File: src/hdl/spg_pkg.sv
`timescale 1ns / 1ps
// Shared types and constants for the spatial hash grid builder.
// Used by the divider, the key unit and the top level; depends on nothing.
package spg_pkg;

	localparam logic [1:0] OP_LOAD       = 2'd0;
	localparam logic [1:0] OP_READ_SLOT  = 2'd1;
	localparam logic [1:0] OP_READ_START = 2'd2;

	localparam logic [31:0] HASH_MUL_X = 32'd73856093;
	localparam logic [31:0] HASH_MUL_Y = 32'd19349663;

	// The table size is a power of two, so the key is the low bits of the hash magnitude.
	localparam int MAX_PARTICLES = 1024;
	localparam int TABLE_SIZE    = 4096;

	typedef struct packed {
		logic        start;
		logic [31:0] dividend;
		logic [31:0] divisor;
	} div_req_t;

	typedef struct packed {
		logic        done;
		logic [31:0] quotient;
		logic [31:0] remainder;
	} div_rsp_t;

endpackage

File: src/hdl/spg_div.sv
`timescale 1ns / 1ps
// Restoring unsigned 32-bit divider, one quotient bit per cycle.
// Depends on spg_pkg for the request and response structs.
module spg_div (
	input  logic              clk,
	input  logic              arst_n,
	input  spg_pkg::div_req_t req,
	output spg_pkg::div_rsp_t rsp
);

	logic        busy_q;
	logic        done_q;
	logic [4:0]  cnt_q;
	logic [31:0] quo_q;
	logic [31:0] rem_q;
	logic [31:0] den_q;
	logic [32:0] trial;
	logic [33:0] diff;
	logic        load;

	assign load  = !busy_q && req.start;
	assign trial = {rem_q, quo_q[31]};
	assign diff  = {1'b0, trial} - {2'b0, den_q};

	always_ff @(posedge clk or negedge arst_n) begin
		if (!arst_n) begin
			busy_q <= 1'b0;
			done_q <= 1'b0;
			cnt_q  <= '0;
		end else begin
			done_q <= 1'b0;
			if (load) begin
				busy_q <= 1'b1;
				cnt_q  <= '0;
			end else if (busy_q) begin
				cnt_q <= cnt_q + 5'd1;
				if (cnt_q == 5'd31) begin
					busy_q <= 1'b0;
					done_q <= 1'b1;
				end
			end
		end
	end

	always_ff @(posedge clk) begin
		if (load) begin
			quo_q <= req.dividend;
			rem_q <= '0;
			den_q <= req.divisor;
		end else if (busy_q) begin
			if (!diff[33]) begin
				rem_q <= diff[31:0];
				quo_q <= {quo_q[30:0], 1'b1};
			end else begin
				rem_q <= trial[31:0];
				quo_q <= {quo_q[30:0], 1'b0};
			end
		end
	end

	assign rsp.done      = done_q;
	assign rsp.quotient  = quo_q;
	assign rsp.remainder = rem_q;

endmodule

File: src/hdl/spg_key.sv
`timescale 1ns / 1ps
// Cell key sequencer: floor division of both coordinates, hash and table modulo.
// Depends on spg_pkg and instantiates the shared divider spg_div.
module spg_key (
	input  logic                                  clk,
	input  logic                                  arst_n,
	input  logic                                  start,
	input  logic [31:0]                           px,
	input  logic [31:0]                           py,
	input  logic [30:0]                           cell_size,
	output logic                                  done,
	output logic [$clog2(spg_pkg::TABLE_SIZE)-1:0] key
);

	localparam int KW = $clog2(spg_pkg::TABLE_SIZE);

	localparam logic [2:0] K_IDLE = 3'd0;
	localparam logic [2:0] K_DX   = 3'd1;
	localparam logic [2:0] K_MX   = 3'd2;
	localparam logic [2:0] K_DY   = 3'd3;
	localparam logic [2:0] K_MY   = 3'd4;
	localparam logic [2:0] K_MG   = 3'd5;

	logic [2:0]        state_q;
	logic              done_q;
	logic [31:0]       py_q;
	logic [31:0]       d_q;
	logic              neg_q;
	logic [31:0]       coord_q;
	logic [31:0]       hx_q;
	logic [31:0]       hy_q;
	logic [KW-1:0]     key_q;
	logic [31:0]       d_now;
	logic [31:0]       abs_px;
	logic [31:0]       abs_py;
	logic [31:0]       hash;
	logic [31:0]       mag;
	logic [31:0]       coord;
	logic [31:0]       mul_c;
	logic [31:0]       prod;
	spg_pkg::div_req_t div_req;
	spg_pkg::div_rsp_t div_rsp;

	spg_div u_div (
		.clk    (clk),
		.arst_n (arst_n),
		.req    (div_req),
		.rsp    (div_rsp)
	);

	assign d_now  = (cell_size == 31'd0) ? 32'd1 : {1'b0, cell_size};
	assign abs_px = px[31] ? (~px + 32'd1) : px;
	assign abs_py = py_q[31] ? (~py_q + 32'd1) : py_q;
	assign hash   = hx_q ^ hy_q;
	assign mag    = hash[31] ? (~hash + 32'd1) : hash;
	assign coord  = neg_q ? (~div_rsp.quotient + {31'd0, div_rsp.remainder == 32'd0})
	                      : div_rsp.quotient;
	assign mul_c  = (state_q == K_MX) ? spg_pkg::HASH_MUL_X : spg_pkg::HASH_MUL_Y;
	assign prod   = coord_q * mul_c;

	always_comb begin
		div_req.start    = 1'b0;
		div_req.dividend = abs_px;
		div_req.divisor  = d_now;
		case (state_q)
			K_IDLE: begin
				div_req.start = start;
			end
			K_MX: begin
				div_req.start    = 1'b1;
				div_req.dividend = abs_py;
				div_req.divisor  = d_q;
			end
			default: begin
				div_req.start = 1'b0;
			end
		endcase
	end

	always_ff @(posedge clk or negedge arst_n) begin
		if (!arst_n) begin
			state_q <= K_IDLE;
			done_q  <= 1'b0;
		end else begin
			done_q <= 1'b0;
			case (state_q)
				K_IDLE: if (start) state_q <= K_DX;
				K_DX:   if (div_rsp.done) state_q <= K_MX;
				K_MX:   state_q <= K_DY;
				K_DY:   if (div_rsp.done) state_q <= K_MY;
				K_MY:   state_q <= K_MG;
				K_MG: begin
					state_q <= K_IDLE;
					done_q  <= 1'b1;
				end
				default: state_q <= K_IDLE;
			endcase
		end
	end

	always_ff @(posedge clk) begin
		case (state_q)
			K_IDLE: begin
				if (start) begin
					py_q  <= py;
					d_q   <= d_now;
					neg_q <= px[31];
				end
			end
			K_DX: if (div_rsp.done) coord_q <= coord;
			K_MX: begin
				hx_q  <= prod;
				neg_q <= py_q[31];
			end
			K_DY: if (div_rsp.done) coord_q <= coord;
			K_MY: hy_q <= prod;
			K_MG: key_q <= mag[KW-1:0];
			default: begin
			end
		endcase
	end

	assign done = done_q;
	assign key  = key_q;

endmodule

File: config.mk
export PLATFORM = sky130hd
export DESIGN_NAME = spg_key
export DESIGN_NICKNAME = d
export VERILOG_FILES = /design/src/hdl/spg_pkg.sv /design/src/hdl/spg_div.sv /design/src/hdl/spg_key.sv
export SDC_FILE = /design/constraint.sdc
export NUM_CORES = 1
export LEC_CHECK = 0
export BUFFER_PORTS_ARGS = -buffer_cell sky130_fd_sc_hd__buf_2
export CAP_MARGIN = 20
export CORE_MARGIN = 8
export CORE_UTILIZATION = 40
export CTS_BUF_LIST = sky130_fd_sc_hd__clkbuf_16
export CTS_CLUSTER_SIZE = 30
export DETAILED_ROUTE_END_ITERATION = 8
export GPL_TIMING_DRIVEN = 0
export PLACE_DENSITY_LB_ADDON = 0.12
export SETUP_SLACK_MARGIN = 0.1
export SLEW_MARGIN = 10
export SYNTH_ARGS = -nofsm -noshare
export SYNTH_HDL_FRONTEND = slang
export SYNTH_HIERARCHICAL = 1
export SYNTH_SLANG_ARGS = --single-unit
File: constraint.sdc
create_clock -name clk -period 8.3 [get_ports clk]
set_input_delay 0.415 -clock clk [delete_from_list [all_inputs] [get_ports clk]]
set_output_delay 0.415 -clock clk [all_outputs]
set_load 0.01 [all_outputs]
==> summary.md <==
| Metric | Value |
|---|---|
| Clock transition time at the flip-flop clock pins of the worst setup and hold paths | around 0.06 ns |
| Path class of the lowest-slack min-delay path | in -> reg |
| Floorplan Core Area | around 58000 sq um |
| RSZ-0062 raised after global routing | no |
| Ranking of synthesized cells by area | sky130_fd_sc_hd__edfxtp_1 (25%), sky130_fd_sc_hd__fa_1 (23%), sky130_fd_sc_hd__ha_1 (11%) |
| Max-cap viol count | 0 |
| Number of register bits inferred by synthesis | approximately 240 |
| Area of the die | 66700 sq um |
| Placed cell count | about 3200 |
| Met3 routing resource usage after global routing | between 2 and 2.5% |
| Slew of the pin with the lowest slew margin | between 0.9 and 1 ns |
| Clock tree from TritonCTS | done |
| GR Util met1 | between 20% and 30% |
| Via count of the first global-routing pass | 17227 |
| Global-route met2 utilization | between 20% and 30% |
| Required @ worst endpoint | around 8.6 ns |
| Path length in cells of the critical path | 25 |
| Final weighted congestion in routability-driven placement | just over 0.9 |
| Leakage dissipation | approximately 12 nW |
| Class of the most critical setup path | reg -> reg |
| Depth of the most critical reg-to-reg path | 25 |
| Gr ovfl total | 0 |
| Share of total power in combinational logic | 13.3% |
| Clock latency on the worst-skew pair | ~0.56 ns |
| TNS Setup | 0 ns |
| Instance count along the most critical hold path | 1 |
| Int Pwr | ~2.1 mW |
| Fraction of final layout cells with drive strength greater than 1 | under 10% |
| Share of async-settable or async-resettable flops after synthesis | approximately 4.6% |
| EDFF count, synth | around 200 |
| Maximum fanout along the worst path | 10 |
| Horiz. Die Dim | 258 microns |
| Final Hold Violating Endpoints | 0 |
| Crit share post-route | roughly 94% |
| H-tree level count | 1 |
| Number of antenna violations at the first check in global routing | 2 |
| Worst slew margin relative to its limit | 39.7% |
| Critical Path Start Type | flop |
| Most prevalent standard cell on the critical path | sky130_fd_sc_hd__fa_1 |
| Critical path's slowest cell | sky130_fd_sc_hd__fa_1 |
| Length of the first detailed-routing pass in iterations | 5 |
| Via count normalized by instance count | 4.98 |
| Cell at the root of the clock tree | sky130_fd_sc_hd__clkbuf_16 |
| Layer carrying the most global-route usage | met2 |
| Final worst path period need | about 8 ns |
| Layout Utilization | 45.3% |
| Global Route Usage Sum | between 10% and 20% |
| Number of distinct library cells after synthesis | 80 |
| DR WL/cell | roughly 18 microns |
| ANT nets after route | 0 |
| Total standard cell area after synthesis | about 23000 sq um |
| Maximum number of pins on one net before global-route repair | 65 |
| Pre-CTS setup slack | -1.13 ns |
| Via count | about 16000 |
| DRC marker count from the first detailed-route iteration | roughly 1100 |
| Mapped Avg Cell Area | approximately 10 sq um |
| Power spent charging and discharging nets | ~700 uW |
| Dominant cell type by area after synthesis | sky130_fd_sc_hd__edfxtp_1 |
| Most frequent standard cell in the layout excluding fill and tap cells | sky130_fd_sc_hd__inv_1 |
| Synth-to-layout area growth | 11.6% |
| Placed cell areas | ~25000 sq um |
| Row Count | between 80 and 90 |
| Crit path buf inv count | 7 |
| Sequential fraction of the synthesis area | roughly 30% |
| Worst setup slack after layout | a little under 0.5 ns |
| Area share of the largest cell type after synthesis | roughly 25% |
| Result of the run | complete, no violations |
| Part of the power in registers | 46.1% |
| Number of setup buffers added after CTS | 0 |
| Dominant synthesized flop cell | sky130_fd_sc_hd__edfxtp_1 |
| Worst EP arrival | 8.08 ns |
| Switching part of the total power | roughly a quarter |
| Initial Util | approximately 40% |
| Final count of negative-setup-slack endpoints | 0 |
| Clock network fraction of design power | 40.6% |
| IO Port Bufs | between 100 and 150 |
| Maximum clock frequency | between 100 and 150 MHz |
| Count of warnings emitted by yosys | 6 |
| DRC violation count after routing | 0 |
| Routed wire length | roughly 60000 microns |
| Final-layout worst hold slack | 0.0354 ns |
| Clock net sink count | about 240 |
| Finished layout cell area | about 26000 sq um |
| Number of CTS-inserted buffers | 27 |
| Delay contributed by the slowest stage of the critical path | a little under 0.6 ns |
| Io pins | approximately 110 |
| Synth Instances | ~2300 |
| Total Power | around 2.8 mW |
| Clock Path Buffers | 3 |
| Layout Nets | between 3000 and 4000 |
| ANT cells | 0 |
| Cell family contributing the most delay on the critical path | adder cells |
| Critical path capture point type | flop |
| Max Slew Vio Count | 0 |
| PD cells | between 100 and 150 nW/um^2 |
| DIE HEIGHT | about 260 microns |
| Most frequent cells in the layout | sky130_fd_sc_hd__inv_1 (473), sky130_fd_sc_hd__fa_1 (266), sky130_fd_sc_hd__nand2_1 (236) |
| IR drop worst, VDD | about 150 uV |
| Skew final | about 0.013 ns |
| Post-detailed-placement half-perimeter wirelength | 50100 microns |
| Global-route wire length before repair | between 90000 and 100000 microns |
| Final non-filler cell total | 3277 |
[flip-flops by register name (all words and copies together), names as in the netlist, 3 cells and up]
signal	cells
u_div/den_q	32
hy_q	13
u_div/cnt_q	5
d_q	31
hx_q	13
state_q	3
key	12
u_div/quo_q	32
coord_q	32
u_div/rem_q	32
py_q	32
[final cells by class]
class	count	area (sq um)
inverters	471	1770
fillers	5590	31600
clock buffers	27	676
repair buffers	124	741
plain buffers	95	420
well taps	765	957
flip-flops and latches	241	6860
multi-input cells	1532	14600
clock inverters	22	170
[worst register-to-register path, delay by kind of cell, from the launching register on]
family	cells	cell delay, ns
buffers and inverters	7	1.27
xor gates and xnor gates	1	0.23
DFF	1	0.35
AOI/OAI and AO/OA	5	1.11
adders and majority gates	8	3.80
and+or+nand+nor	4	0.77
[kinds of logic (layout without fill, tap and decap cells)]
| kind of cell | Yosys count | in the layout | share of synthesized area (%) |
|---|---|---|---|
| other | 2 | 29 | 0.0320 |
| xor gates and xnor gates | 194 | 194 | 7.24 |
| buffers and inverters | 566 | 739 | 9.20 |
| AOI/OAI and AO/OA | 295 | 295 | 8.44 |
| adders and majority gates | 468 | 468 | 33.5 |
| muxes | 56 | 56 | 2.56 |
| and+or+nand+nor | 490 | 490 | 9.80 |
| DFF | 241 | 241 | 29.2 |
[power groups by stage]
stage | clock network, mW | registers [mW] | logic [mW]
2_1_floorplan | 0 | 1.33 | 0.221
3_3_place_gp | 0 | 1.33 | 0.342
3_5_place_dp | 0 | 1.33 | 0.348
4_1_cts | 1.19 | 1.31 | 0.370
5_1_grt | 1.23 | 1.30 | 0.435
6_report | 1.15 | 1.31 | 0.377
[worst paths after layout]
path                            startpoint               to  slack (ns)
setup / recovery                state_q[2]         hy_q[31]        0.49
hold / removal                       py[5]          py_q[5]        0.04
setup reg to reg                state_q[2]         hy_q[31]        0.49
hold reg to reg            u_div/rem_q[20]  u_div/rem_q[20]        0.49
max in group asynchronous           arst_n   u_div/cnt_q[3]        7.60
min in group asynchronous           arst_n   u_div/cnt_q[4]        0.43
[per-layer routing]
metal,part of all wire [%],wire [microns]
met1,48,29200
met2,45,26900
met3,4.7,2850
met4,2.3,1400
met5,0.022,13
[synth_stat cells (all sizes together) (17+ instances only)]
cell	n
o41ai	19
nand4	18
o21ai	83
a21oi	61
nand3	22
fa	266
nor2	83
xor2	56
o31ai	27
inv	469
nand2	236
nor3	20
xnor2	138
mux2	32
clkbuf	78
dfxtp	32
a21o	21
ha	202
buf	17
mux2i	24
nor4	21
edfxtp	198
[what timing repair did]
item / 4_1_cts / 5_1_grt
pin swaps: 1 / 0
setup endpoints to repair: 2 / 2
hold buffers: 8 / 0
resized for setup: 13 / 17
cloned: 0 / 0
endpoints found under the hold margin: 18 / 0
Power figures use the tool's default switching activity.
